[src/rtl/cemd_pkg.sv]
// ----------------------------------------------------------------------------
// cemd_pkg
// Shared types and constants of the colour edge mask block.
// ----------------------------------------------------------------------------
package cemd_pkg;

  localparam int MAX_WIDTH  = 512;
  localparam int MAX_HEIGHT = 512;
  localparam int MAX_RADIUS = 8;

  // 12-bit coordinates, wide enough for the largest supported frame (512)
  localparam int COORD_W = 12;
  localparam int RAD_W   = 6;
  localparam int FIFO_DEPTH = 4;

  localparam logic [7:0] THR_RESET = 8'd32;
  localparam logic [3:0] RAD_RESET = 4'd1;
  localparam logic [9:0] FW_RESET  = 10'd512;
  localparam logic [9:0] FH_RESET  = 10'd512;

  typedef enum logic [1:0] {
    KIND_PUSH  = 2'd0,
    KIND_READ  = 2'd1,
    KIND_CLEAR = 2'd2,
    KIND_NONE  = 2'd3
  } kind_t;

  typedef enum logic [1:0] {
    REG_THRESHOLD = 2'd0,
    REG_RADIUS    = 2'd1,
    REG_WIDTH     = 2'd2,
    REG_HEIGHT    = 2'd3
  } reg_idx_t;

  typedef enum logic [1:0] {
    OP_MARK  = 2'd0,
    OP_READ  = 2'd1,
    OP_CLEAR = 2'd2
  } cmd_op_t;

  typedef enum logic [2:0] {
    B_CLEAR,
    B_IDLE,
    B_MK_RD,
    B_MK_WR,
    B_RD_RD,
    B_RD_OUT
  } back_state_t;

  typedef struct packed {
    logic [7:0] threshold;
    logic [3:0] radius;
    logic [9:0] width;
    logic [9:0] height;
  } cfg_t;

  typedef struct packed {
    cmd_op_t            op;
    logic [COORD_W-1:0] x0;
    logic [COORD_W-1:0] x1;
    logic [COORD_W-1:0] y0;
    logic [COORD_W-1:0] y1;
    logic               in_frame;
  } cmd_t;

endpackage

[src/rtl/cemd_fifo.sv]
// ----------------------------------------------------------------------------
// cemd_fifo
// Short command queue between the classifier and the mask engine.
// ----------------------------------------------------------------------------
module cemd_fifo (
  input  logic           clk,
  input  logic           rst_n,
  input  logic           push,
  input  cemd_pkg::cmd_t push_data,
  input  logic           pop,
  output cemd_pkg::cmd_t pop_data,
  output logic           full,
  output logic           empty
);

  localparam int PtrW = $clog2(cemd_pkg::FIFO_DEPTH);
  localparam int CntW = PtrW + 1;

  cemd_pkg::cmd_t  mem_r [cemd_pkg::FIFO_DEPTH];
  logic [PtrW-1:0] wptr_r, rptr_r;
  logic [CntW-1:0] cnt_r;

  assign full     = (cnt_r == CntW'(cemd_pkg::FIFO_DEPTH));
  assign empty    = (cnt_r == '0);
  assign pop_data = mem_r[rptr_r];

  always_ff @(posedge clk) begin
    if (push) begin
      mem_r[wptr_r] <= push_data;
    end
  end

  always_ff @(posedge clk) begin
    if (!rst_n) begin
      wptr_r <= '0;
      rptr_r <= '0;
      cnt_r  <= '0;
    end else begin
      if (push) wptr_r <= wptr_r + 1'b1;
      if (pop)  rptr_r <= rptr_r + 1'b1;
      if (push && !pop)      cnt_r <= cnt_r + 1'b1;
      else if (pop && !push) cnt_r <= cnt_r - 1'b1;
    end
  end

endmodule

[config.mk]
export PLATFORM = sky130hd
export DESIGN_NAME = cemd_fifo
export DESIGN_NICKNAME = d
export VERILOG_FILES = /design/src/rtl/cemd_pkg.sv /design/src/rtl/cemd_fifo.sv
export SDC_FILE = /design/constraint.sdc
export NUM_CORES = 1
export LEC_CHECK = 0
export BUFFER_PORTS_ARGS = -buffer_cell sky130_fd_sc_hd__buf_2
export CORE_UTILIZATION = 55
export CTS_CLUSTER_SIZE = 12
export DETAILED_ROUTE_END_ITERATION = 16
export PLACE_DENSITY = 0.77
export SYNTH_ARGS = -nofsm -noshare
export SYNTH_HDL_FRONTEND = slang
export SYNTH_SLANG_ARGS = --single-unit
[constraint.sdc]
create_clock -name clk -period 3 [get_ports clk]
set_clock_uncertainty 0.2 [all_clocks]
set_input_delay 0.3 -clock clk [delete_from_list [all_inputs] [get_ports clk]]
set_output_delay 0.3 -clock clk [all_outputs]
set_load 0.03 [all_outputs]
== After elaboration in Yosys (flattened, before gate mapping) ==
Memories as Yosys holds them, arrays and structs flattened. A register that Yosys moved wholly into a read port is not among the register bits.
Index checks and enable logic that the tools add are counted.

* Flip-flop bits (word level): 7
* Memory bits (writable): 204
* Output and inout port bits: 53
* Word-level logic and storage cells: 21
* Memories kept: 1

* Add/sub/neg operators: 4
* Equal/unequal tests: 1
* Muxes and demuxes: 6
* Reductions and logical operators: 6

{| class="wikitable"
|+ Memory list
! name !! words !! bits a word !! rd ports !! clocked after Yosys merged registers in !! write ports !! line !! source
|-
| mem_r || 4 || 51 || 1 || 1 || 1 || cemd_fifo.sv:19 || <nowiki>cemd_pkg::cmd_t mem_r [cemd_pkg::FIFO_DEPTH];</nowiki>
|}

{| class="wikitable"
|+ Operators by type and width
! operator !! count
|-
| two-way mux 3 bit || 2
|-
| adder 2 x 1 -> 2 bit (second input constant) || 2
|-
| two-way mux 2 bit || 2
|-
| adder 3 x 1 -> 3 bit (second input constant) || 1
|-
| == test 3 bit (second input constant) || 1
|-
| logical NOT 3 bit || 1
|-
| subtractor 3 x 1 -> 3 bit (second input constant) || 1
|-
| logical AND 1 bit || 2
|-
| logical NOT 1 bit || 2
|-
| two-way mux 1 bit || 2
|-
| nonzero test 2 bit || 1
|}

== Logic depth before layout (Yosys ltp) ==
* Depth after elaboration: 4
* Mapped depth: 7

== Worst setup path after synthesis ==
OpenSTA, ideal clock, no wires.

* Kind: reg2reg
* Start: reg wptr_r[0]
* End: mem mem_r[2][0] in the netlist's numbering (enable)
* Setup time: 0.414 ns
* Arrival: 1.755 ns
* Required time: 2.386 ns
* Slack: 0.631 ns
* Cell stages (with the launch flop): 4
* Path buffers: 0
* Clock period less this slack: 2.369 ns
* Cell sequence: dfxtp_1 inv_1 ha_1 and2_1

{| class="wikitable"
|+ RTL lines
! item !! line !! source
|-
| from (decl) || cemd_fifo.sv:20 || <nowiki>logic [PtrW-1:0] wptr_r, rptr_r;</nowiki>
|-
| from (signal assigned) || cemd_fifo.sv:39 || <nowiki>if (push) wptr_r <= wptr_r + 1'b1;</nowiki>
|-
| to (decl) || cemd_fifo.sv:19 ||
|}

Straight into the memory's write port.

==> impl_metrics.toml <==
[status]
status = "finished clean"

[timing]
hold_slack_ns = 0.3323
worst_slew_margin_rel = 0.5733
setup_viol = 0
worst_slew_pin_slew_ns = 0.6401
period_minus_slack_ns = 2.676
hold_violations = 0
maxSlewViolCount = 0
rsz0062_at_grt = "false"
clock.fmax_mhz = 373.7
min_period_over_period = 0.8920
tns_ns = 0

[die]
die_x_um = 121.6
start_util = 0.5643
core_area_um2 = 13930
io-pin-count = 108
die_h_um = 121.6
rows = 43
dieArea_um2 = 14780

[worst_setup_path]
endpoint_kind = "output pin"
crit_buf_inv = 2
required_ns = 2.50
critical_path.max_fanout = 22
reg2regPathDepth = 3
cp_top_family = "flip-flops"
critical_path.cell_chain = "buf_4 -> mux4_2 -> buf_2"
cpMaxStageDelayCell = "dfxtp_4"
arrival_ns = 2.18
slowest_delay_ns = 0.64
path_depth = 3
critical_path_class = "register to output pin"
startpoint_type = "register"

[logic_synthesis]
yosysWarnings = 0
yosysMostFrequentCell = "edfxtp_1"
dominantRegCellSynth = "edfxtp_1"
ys_ff_latch = 213
yosysTopAreaCell = "edfxtp_1"
postSynthAreaPerCell_um2 = 25.37
async_flop_share = 0
synth_area_leaders = "edfxtp_1, mux4_2, dfxtp_1"
syn-cell-area_um2 = 7864
synth_commonest_cells = "edfxtp_1, mux4_2, and2_1, dfxtp_1"
syn_nets = 371
synth_edf_count = 204
synthDistinctLibCells = 22
yosysTopAreaCellShare = 0.7790
ys_seq_area_frac = 0.8019
postSynthCellCount = 310

[layout]
areaGrowthSynthToFinish_pct = 25.25
diodes = 0
n_fill_cell = 886
nNetsFinal = 557
utilization = 0.7068
drive_gt1_frac = 0.3926

[clock_tree]
clk_latency_ns = 0.48
clkTransAtPathRegs_ns = 0.06
clock_sinks = 213
clockRootBuffer = "clkbuf_16"
cts_buffers = 22
htreeDepth = 1
cts_resized = 0
post_cts_buffers = 0
cts_buffer_depth = 3
tritoncts = "done"
holdBufCountCts = 55

[global_routing]
grt_overflow = 0
grt_max_degree = 34
antenna_found_initial = 0
grt_pass1_wl_mm = 20.44
grt_pass1_vias = 3949
grt_usage = 0.1866

[pwr]
vdd_drop_max_uv = 424.4
p_leak_nw = 3.411
p_per_area_nw_per_um2 = 686.9

[placed_design]
dp_hpwl_mm = 7.883
portBuffers = 107
gp_congestion = 0.6928

[drt]
num_vias = 3749
drt_iter0_markers = 233
ant_nets = 0
vias_per_cell = 5.418
drc = 0
wl_per_cell_um = 19.26
drtPass1Iterations = 4
wl_mm = 13.33

[flow_run]
cap_violations = 0

[hold_path]
hp-class = "register to register"
hold_depth = 2
[area by class of cell]
| cell class | count | area (um^2) | area share |
|---|---|---|---|
| clock buffer | 37 | 638.1 | 0.06479 |
| clock inverter | 3 | 13.76 | 0.001397 |
| inverter | 4 | 15.01 | 0.001524 |
| multi-input combinational | 81 | 1408 | 0.1429 |
| sequential | 213 | 6311 | 0.6408 |
| tap | 180 | 225.2 | 0.02287 |
| timing repair buffer | 174 | 1239 | 0.1258 |
[worst min-delay path: cells and delay by family, from the launching register on]
| kind | cells | cell delay (ns) |
|---|---|---|
| AOI/OAI and AO/OA | 2 | 0.15 |
| DFF | 1 | 0.32 |
[layout by cell type, fill, tap and decap left out, types with 2 or more instances in the layout]
cell type	count
clkinv_2	2
mux4_2	50
dlygate4sd3_1	55
and2_2	4
xnor2_1	2
mux2i_1	2
buf_2	107
xor2_1	3
nor2b_1	2
buf_12	5
clkbuf_1	13
inv_1	4
dfxtp_1	7
buf_4	7
clkbuf_16	23
and2_1	5
edfxtp_1	204
ha_1	5
[flip-flops by register name (all words and copies together), names as in the netlist, named ones only]
signal,count
wptr_r,2
cnt_r,3
mem_r,204
rptr_r,2
[through the flow]
step           area (um^2)  setup WS (ns)  std cells  total power [mW]
2_1_floorplan         7864         0.6310        310             4.097
3_3_place_gp          8647         0.7939        597             4.314
3_5_place_dp          8647         0.7628        597             4.339
4_1_cts               9849         0.2520        692             6.830
5_1_grt               9849         0.1749        692             7.001
6_report              9849         0.3241        692             6.766
[report_power, final]
part | switching, mW | leakage (nW) | internal [mW]
clock network | 1.00 | 0.315 | 1.44
registers | 0.0624 | 1.95 | 3.41
logic | 0.491 | 1.15 | 0.354
[logic make-up after synthesis]
kind of cell               Yosys count  synth area share
xor gates and xnor gates             5          0.005570
muxes                               53            0.1491
AOI/OAI and AO/OA                    2          0.001591
DFF                                213            0.8019
and+or+nand+nor                     15           0.01161
adders and majority gates            6           0.01050
buffers and inverters               16           0.01973
[path summary, 6_finish.rpt]
path | slack (ns) | from | endpoint
setup / recovery | 0.32 | register | pop_data[25]
hold / removal | 0.33 | cnt_r[2] | cnt_r[2]
setup reg to reg | 1.04 | wptr_r[0] | mem_r[3][18]
hold reg to reg | 0.33 | cnt_r[2] | cnt_r[2]
[per-layer routing]
metal	global-route usage	routed length, um	vias up
met3	0.03277	598	12
met5	0	0	-
met1	0.2392	5507	1943
li1	-	-	1688
met2	0.3260	7069	106
met4	0.05941	154	0
No activity file was read; power rests on OpenSTA's default activity.
