### src/rtl/cemd_pkg.sv
// ----------------------------------------------------------------------------
// cemd_pkg
// Shared types and constants of the colour edge mask block.
// ----------------------------------------------------------------------------
package cemd_pkg;

  localparam int MAX_WIDTH  = 512;
  localparam int MAX_HEIGHT = 512;
  localparam int MAX_RADIUS = 8;

  // 12-bit coordinates, wide enough for the largest supported frame (512)
  localparam int COORD_W = 12;
  localparam int RAD_W   = 6;
  localparam int FIFO_DEPTH = 4;

  localparam logic [7:0] THR_RESET = 8'd32;
  localparam logic [3:0] RAD_RESET = 4'd1;
  localparam logic [9:0] FW_RESET  = 10'd512;
  localparam logic [9:0] FH_RESET  = 10'd512;

  typedef enum logic [1:0] {
    KIND_PUSH  = 2'd0,
    KIND_READ  = 2'd1,
    KIND_CLEAR = 2'd2,
    KIND_NONE  = 2'd3
  } kind_t;

  typedef enum logic [1:0] {
    REG_THRESHOLD = 2'd0,
    REG_RADIUS    = 2'd1,
    REG_WIDTH     = 2'd2,
    REG_HEIGHT    = 2'd3
  } reg_idx_t;

  typedef enum logic [1:0] {
    OP_MARK  = 2'd0,
    OP_READ  = 2'd1,
    OP_CLEAR = 2'd2
  } cmd_op_t;

  typedef enum logic [2:0] {
    B_CLEAR,
    B_IDLE,
    B_MK_RD,
    B_MK_WR,
    B_RD_RD,
    B_RD_OUT
  } back_state_t;

  typedef struct packed {
    logic [7:0] threshold;
    logic [3:0] radius;
    logic [9:0] width;
    logic [9:0] height;
  } cfg_t;

  typedef struct packed {
    cmd_op_t            op;
    logic [COORD_W-1:0] x0;
    logic [COORD_W-1:0] x1;
    logic [COORD_W-1:0] y0;
    logic [COORD_W-1:0] y1;
    logic               in_frame;
  } cmd_t;

endpackage

### src/rtl/cemd_front.sv
// ----------------------------------------------------------------------------
// cemd_front
// Accept items, track raster position, test for edges, issue commands.
// ----------------------------------------------------------------------------
module cemd_front #(
  parameter int MaxWidth  = cemd_pkg::MAX_WIDTH,
  parameter int MaxHeight = cemd_pkg::MAX_HEIGHT,
  parameter int MaxRadius = cemd_pkg::MAX_RADIUS
) (
  input  logic           clk,
  input  logic           rst_n,
  input  cemd_pkg::cfg_t cfg,
  input  logic           in_valid,
  output logic           in_stall,
  input  logic [1:0]     in_kind,
  input  logic [7:0]     in_red,
  input  logic [7:0]     in_green,
  input  logic [7:0]     in_blue,
  input  logic [8:0]     in_read_x,
  input  logic [8:0]     in_read_y,
  input  logic           q_full,
  output logic           q_push,
  output cemd_pkg::cmd_t q_data
);

  localparam int CW = cemd_pkg::COORD_W;

  logic [23:0]   prev_r, prev_nxt;
  logic [CW-1:0] col_r, col_nxt, row_r, row_nxt;

  logic [CW:0]   w, h, col_t, row_t, x1_t, y1_t;
  logic [CW:0]   cx, cy;
  logic [cemd_pkg::RAD_W-1:0] r;
  logic [7:0]    d_r, d_g, d_b;
  logic          edge_hit, accept;
  cemd_pkg::kind_t kind;

  assign kind     = cemd_pkg::kind_t'(in_kind);
  assign in_stall = q_full;
  assign accept   = in_valid && !q_full;

  always_comb begin
    w = (CW+1)'(cfg.width);
    if (w < (CW+1)'(2))        w = (CW+1)'(2);
    if (w > (CW+1)'(MaxWidth)) w = (CW+1)'(MaxWidth);
    h = (CW+1)'(cfg.height);
    if (h < (CW+1)'(1))         h = (CW+1)'(1);
    if (h > (CW+1)'(MaxHeight)) h = (CW+1)'(MaxHeight);
    r = cemd_pkg::RAD_W'(cfg.radius);
    if (r > cemd_pkg::RAD_W'(MaxRadius)) r = cemd_pkg::RAD_W'(MaxRadius);
  end

  always_comb begin
    d_r = (in_red   > prev_r[23:16]) ? in_red   - prev_r[23:16] : prev_r[23:16] - in_red;
    d_g = (in_green > prev_r[15:8])  ? in_green - prev_r[15:8]  : prev_r[15:8]  - in_green;
    d_b = (in_blue  > prev_r[7:0])   ? in_blue  - prev_r[7:0]   : prev_r[7:0]   - in_blue;
  end

  always_comb begin
    prev_nxt = prev_r;
    col_nxt  = col_r;
    row_nxt  = row_r;
    q_push   = 1'b0;
    q_data   = '0;
    edge_hit = 1'b0;
    col_t    = (CW+1)'(col_r);
    row_t    = (CW+1)'(row_r);
    cx       = '0;
    cy       = '0;
    x1_t     = '0;
    y1_t     = '0;
    if (accept) begin
      case (kind)
        cemd_pkg::KIND_PUSH: begin
          // start the next row when a reduced frame left the count too far
          if (col_t >= w) begin
            col_t = '0;
            row_t = row_t + 1'b1;
          end
          if (row_t >= h) row_t = '0;
          edge_hit = (col_t != '0) &&
                     ((d_r >= cfg.threshold) || (d_g >= cfg.threshold) ||
                      (d_b >= cfg.threshold));
          cx   = col_t - 1'b1;
          cy   = row_t;
          x1_t = cx + (CW+1)'(r);
          if (x1_t > w - 1'b1) x1_t = w - 1'b1;
          y1_t = cy + (CW+1)'(r);
          if (y1_t > h - 1'b1) y1_t = h - 1'b1;
          q_push      = edge_hit;
          q_data.op   = cemd_pkg::OP_MARK;
          q_data.x0   = (cx > (CW+1)'(r)) ? CW'(cx - (CW+1)'(r)) : '0;
          q_data.x1   = CW'(x1_t);
          q_data.y0   = (cy > (CW+1)'(r)) ? CW'(cy - (CW+1)'(r)) : '0;
          q_data.y1   = CW'(y1_t);
          prev_nxt    = {in_red, in_green, in_blue};
          col_t = col_t + 1'b1;
          if (col_t >= w) begin
            col_t = '0;
            row_t = row_t + 1'b1;
            if (row_t >= h) row_t = '0;
          end
          col_nxt = CW'(col_t);
          row_nxt = CW'(row_t);
        end
        cemd_pkg::KIND_READ: begin
          q_push          = 1'b1;
          q_data.op       = cemd_pkg::OP_READ;
          q_data.x0       = CW'(in_read_x);
          q_data.y0       = CW'(in_read_y);
          q_data.in_frame = ((CW+1)'(in_read_x) < w) && ((CW+1)'(in_read_y) < h);
        end
        cemd_pkg::KIND_CLEAR: begin
          q_push    = 1'b1;
          q_data.op = cemd_pkg::OP_CLEAR;
          prev_nxt  = '0;
          col_nxt   = '0;
          row_nxt   = '0;
        end
        default: begin
        end
      endcase
    end
  end

  always_ff @(posedge clk) begin
    if (!rst_n) begin
      prev_r <= '0;
      col_r  <= '0;
      row_r  <= '0;
    end else begin
      prev_r <= prev_nxt;
      col_r  <= col_nxt;
      row_r  <= row_nxt;
    end
  end

endmodule

### config.mk
export PLATFORM = sky130hd
export DESIGN_NAME = cemd_front
export DESIGN_NICKNAME = d
export VERILOG_FILES = /design/src/rtl/cemd_pkg.sv /design/src/rtl/cemd_front.sv
export SDC_FILE = /design/constraint.sdc
export NUM_CORES = 1
export LEC_CHECK = 0
export BUFFER_PORTS_ARGS = -buffer_cell sky130_fd_sc_hd__buf_2
export CORE_MARGIN = 2
export CORE_UTILIZATION = 57
export DETAILED_ROUTE_END_ITERATION = 8
export GPL_ROUTABILITY_DRIVEN = 0
export GPL_TIMING_DRIVEN = 0
export PLACE_DENSITY = 0.79
export SLEW_MARGIN = 15
export SYNTH_ARGS = -nofsm -noshare
export SYNTH_HDL_FRONTEND = slang
export SYNTH_SLANG_ARGS = --single-unit
### constraint.sdc
create_clock -name clk -period 26.5 [get_ports clk]
set_clock_uncertainty 0.1 [all_clocks]
set_input_delay 5.3 -clock clk [delete_from_list [all_inputs] [get_ports clk]]
set_output_delay 5.3 -clock clk [all_outputs]
set_load 0.03 [all_outputs]
## Yosys cells after proc, flatten, opt, wreduce, memory -nomap -nowiden

Cells that the tools add are included.

- $add $sub $neg: 16
- $lt $le $gt $ge: 21
- Eq/ne operators: 2
- Muxes and demuxes: 36
- Reduce and logical (&&, ||, !) cells: 11

Operators with widths:

| kind | count |
|---|---|
| $mux W13 | 10 |
| $mux W12 | 10 |
| $pmux W12 S2 | 4 |
| $mux W51 | 1 |
| $pmux W24 S2 | 1 |
| $sub A8 B8 Y8 | 6 |
| $ge A13 B13 Y1 | 3 |
| $sub A13 B1 Y13 const B | 3 |
| $add A13 B1 Y13 const B | 2 |
| $add A13 B4 Y13 | 2 |
| $gt A13 B10 Y1 const B | 2 |
| $gt A13 B13 Y1 | 2 |
| $gt A13 B4 Y1 | 2 |
| $lt A9 B13 Y1 | 2 |
| $ge A8 B8 Y1 | 3 |
| $gt A8 B8 Y1 | 3 |
| $mux W8 | 3 |
| $sub A12 B6 Y12 | 2 |
| $mux W10 | 2 |
| $add A12 B1 Y13 const B | 1 |
| $ge A12 B13 Y1 | 1 |
| $reduce_bool A13 Y1 | 1 |
| $lt A10 B1 Y1 const B | 1 |
| $lt A10 B2 Y1 const B | 1 |
| 14 further kinds | 18 |

- Register bits after elaboration: 48
- Bits of input ports: 80
- Output and inout bits: 53
- Word-level logic and storage cells: 89

## Longest topological paths before layout

- Depth in word-level cells: 17
- Gate-level depth with buffers: 37
- Gate-level depth less buffers: 33

## Worst setup path after synthesis

OpenSTA, ideal clock, no wires.

- Kind: input -> output
- From: input port cfg[16] in the netlist's numbering
- To: output port q_data[1] in the netlist's numbering
- Arrival time: 13110 ps
- Data required time: 21100 ps
- Path slack: 7990 ps
- Stages on the path: 35
- Buffers on the path: 3
- Cells stage by stage: or4_1 > o311ai_2 > inv_1 > ha_1 > nand2b_1 > a21o_1 > a211oi_4 > o21ai_1 > clkbuf_1 > mux2i_1 > inv_1 > ha_1 > and3_1 > a31o_2 > a221oi_1 > o211a_1 > nand3_1 > clkbuf_1 > nor2_1 > ha_1 > inv_1 > fa_1 > o21bai_1 > a21oi_1 > nor3_1 > xnor2_1 > nor2_1 > ha_1 > a21o_1 > a2111oi_0 > nor2_1 > a211oi_1 > a21oi_1 > clkbuf_1 > a211oi_1

RTL lines:

| what | RTL line | source |
|---|---|---|
| start: declaration | cemd_front.sv:12 | `input cemd_pkg::cfg_t cfg,` |
| end: declaration | cemd_front.sv:23 | `output cemd_pkg::cmd_t q_data` |

==> impl_results.md <==
* Status: finished clean
* Post-CTS resize count at 0
* Pwr/cell area at 26.4 mW/mm^2
* CTS clk-pin slew, worst paths at 0.07 ns
* Fin. Hold Viols at 0
* Clock latency on the worst-skew pair at 0.30 ns
* Clock Root Buffer: clkbuf_16
* Final Cycle Share at 0.760
* Fraction of registers with async set or reset after synthesis at 0
* Sw Pwr at 110 uW
* Warnings, synthesis at 0
* Largest stage delay, worst path at 0.61 ns
* Vias in the first global route at 9150
* GRT Resource Usage Total at 0.298
* Hold_buf cts at 0
* Cell-internal power at 164 uW
* Vias per cell at 5.98
* DR iter-0 viols at 784
* RSZ-0062 raised after global routing: no
* Cell mode on critical path: nor2_1
* H-Tree Level Count at 2
* # IOs at 133
* Nets at 1650
* Layout cells sized above 1 at 0.132
* Maximum VDD drop at 0.0000221 V
* Num CTS Buffers at 5
* CTS sink cnt at 48
* Clock power share at 0.253
* Slew Limit Fails at 0
* Min-Delay Path Class: reg2reg
* Critical Path RT at 21.10 ns
* Worst-margin pin slew at 0.939 ns
* Initial antenna violation count at 1
* Crit Path Max Fanout at 10
* Max Cap Violations at 0
* Buf/Inv on CP at 8
* Sequential fraction of the synthesis area at 0.103
* Switching part of the total at 0.401
* Worst EP arrival at 14.74 ns
* HPWL Detailed at 21.7 mm
* Post-synth EDFFs at 0
* Die area at 0.0174 mm^2
* Overall die height at 132 um
* # port buffers at 131
* Mapped cell area at 0.00932 mm^2
* CTS tree: built
* Die width at 132 um
* Lkg Pwr at 0.00507 uW
* Post-Place Cells at 1590
* Synthesized area per cell at 7.52 um^2
* Power share of the combinational group at 0.480
* Startpoint Class: input port
* Routed Wire Length at 26.6 mm
* Rel. slew slack at 0.367
* Setup violators final at 0
* Ys flop type: dfxtp_1
* CP delay by family, top: compound AO/OA/AOI/OAI gates
* Initial core utilization at 0.585
* Fin cells at 1598
* Largest net degree at the start of global routing at 15
* DRC errors left at 0
* Sequential power share at 0.267
* Synth Instances at 1240
* Routed len/inst at 16.6 um
* Clk buf depth at 2
* CP endpoint kind: primary output
* Core Region at 0.0159 mm^2
* Crit Path Category: in2out
* Drt first pass iters at 5
* Fmax at 49.6 MHz
* Via Count at 9558
* Gr ovfl total at 0
* #FFs+latches synth at 48
* Critical-path cell with the highest stage delay: o311ai_2
* Routed Antenna Nets at 0
* Distinct cell type count after synthesis at 75
* Site row count at 46
* Postcts setup bufs at 0
* Synthesis-to-finish area growth at 11.6%
* Setup_tns at 0 ns
* Tmin final at 20.14 ns
* First-pass GRT wire length at 43.6 mm
* # diodes at 0
-- cells by family (layout without fill, tap and decap cells) --
logic type	count (synthesis)	in the layout	share of synthesized area
AOI/OAI and AO/OA	337	337	0.247
adders and majority gates	189	189	0.262
DFF	48	48	0.103
xor gates and xnor gates	88	88	0.0863
other	2	5	0.000805
muxes	31	31	0.0348
buffers and inverters	171	310	0.0706
and+or+nand+nor	374	374	0.196
-- Yosys cell counts (30+ instances only) --
library cell | instances | area (um^2)
nor2_1 | 109 | 409
o21ai_0 | 44 | 220
nand3_1 | 33 | 165
nand2_1 | 94 | 353
a21o_1 | 40 | 300
xor2_1 | 30 | 263
ha_1 | 179 | 2240
a22oi_1 | 36 | 270
xnor2_1 | 55 | 482
dfxtp_1 | 48 | 961
a21oi_1 | 75 | 375
inv_1 | 110 | 413
clkbuf_1 | 47 | 176
-- worst reg2reg max path: cells and delay by family (launching register included) --
| family | cells | cell delay, ns |
|---|---|---|
| AOI/OAI and AO/OA | 13 | 3.39 |
| buffers and inverters | 5 | 1.14 |
| and+or+nand+nor | 9 | 1.54 |
| adders and majority gates | 4 | 1.18 |
| xor gates and xnor gates | 1 | 0.24 |
| DFF | 1 | 0.32 |
| muxes | 1 | 0.33 |
-- power groups by stage --
| stage | clock network (uW) | logic (uW) | registers (uW) |
|---|---|---|---|
| floorplan | 0 | 93.5 | 74.8 |
| global placement | 0 | 126 | 74.9 |
| detailed placement | 0 | 129 | 75.0 |
| CTS | 69.9 | 130 | 73.3 |
| global route | 72.0 | 147 | 73.4 |
| finish | 69.4 | 132 | 73.3 |
-- registers in the layout, summed over array words and instances (netlist names) --
name,cells
prev_r,24
col_r,12
row_r,12
-- worst paths after layout --
kind                   from   endpoint  slack, ns  depth (start not counted)
setup / recovery    cfg[16]  q_data[2]       6.36                         38
hold reg to reg   prev_r[7]  prev_r[7]       0.41                          2
hold / removal    prev_r[7]  prev_r[7]       0.41                          2
setup reg to reg   col_r[0]   row_r[6]      18.17                         33
-- metal layers --
layer  vias to the layer above  global-route usage  part of all wire
met3                        54              0.0308             0.060
met5                         -                   0                 0
met4                         0              0.0972             0.025
met2                       359               0.512              0.47
met1                      4435               0.389              0.44
li1                       4710                   -                 -
-- final cells by class --
cell class | instances | area [um^2]
Buffer | 57 | 230
Multi-Input combinational cell | 1024 | 7720
Sequential cell | 48 | 961
Clock inverter | 2 | 10.0
Timing Repair Buffer | 131 | 656
Inverter | 114 | 428
Tap cell | 216 | 270
Fill cell | 1447 | 5530
Clock buffer | 6 | 139
-- placed cells by master, fill, tap and decap left out, drive strengths merged, types with 13 or more instances in the layout --
cell type  instances
ha               179
buf              141
inv              114
nor2             110
nand2             94
a21oi             76
xnor2             58
o21ai             56
clkbuf            53
dfxtp             48
a21o              40
a22oi             36
nand3             33
xor2              30
a211oi            23
nor2b             20
mux2i             20
o21a              18
nor3              18
and3              17
nand2b            16
and2              15
nand4             14
o21bai            13
-- metrics by stage --
step / hold slack (ns) / util / power [uW] / area (um^2) / setup WS (ns)
2_1_floorplan: 0.365 / - / 168 / 9340 / 7.99
3_3_place_gp: 0.381 / 0.644 / 200 / 10300 / 6.70
3_5_place_dp: 0.388 / 0.644 / 204 / 10300 / 6.63
4_1_cts: 0.408 / 0.653 / 273 / 10400 / 6.59
5_1_grt: 0.427 / 0.653 / 292 / 10400 / 5.70
6_report: 0.406 / 0.653 / 275 / 10400 / 6.36
Power figures use the tool's default switching activity.
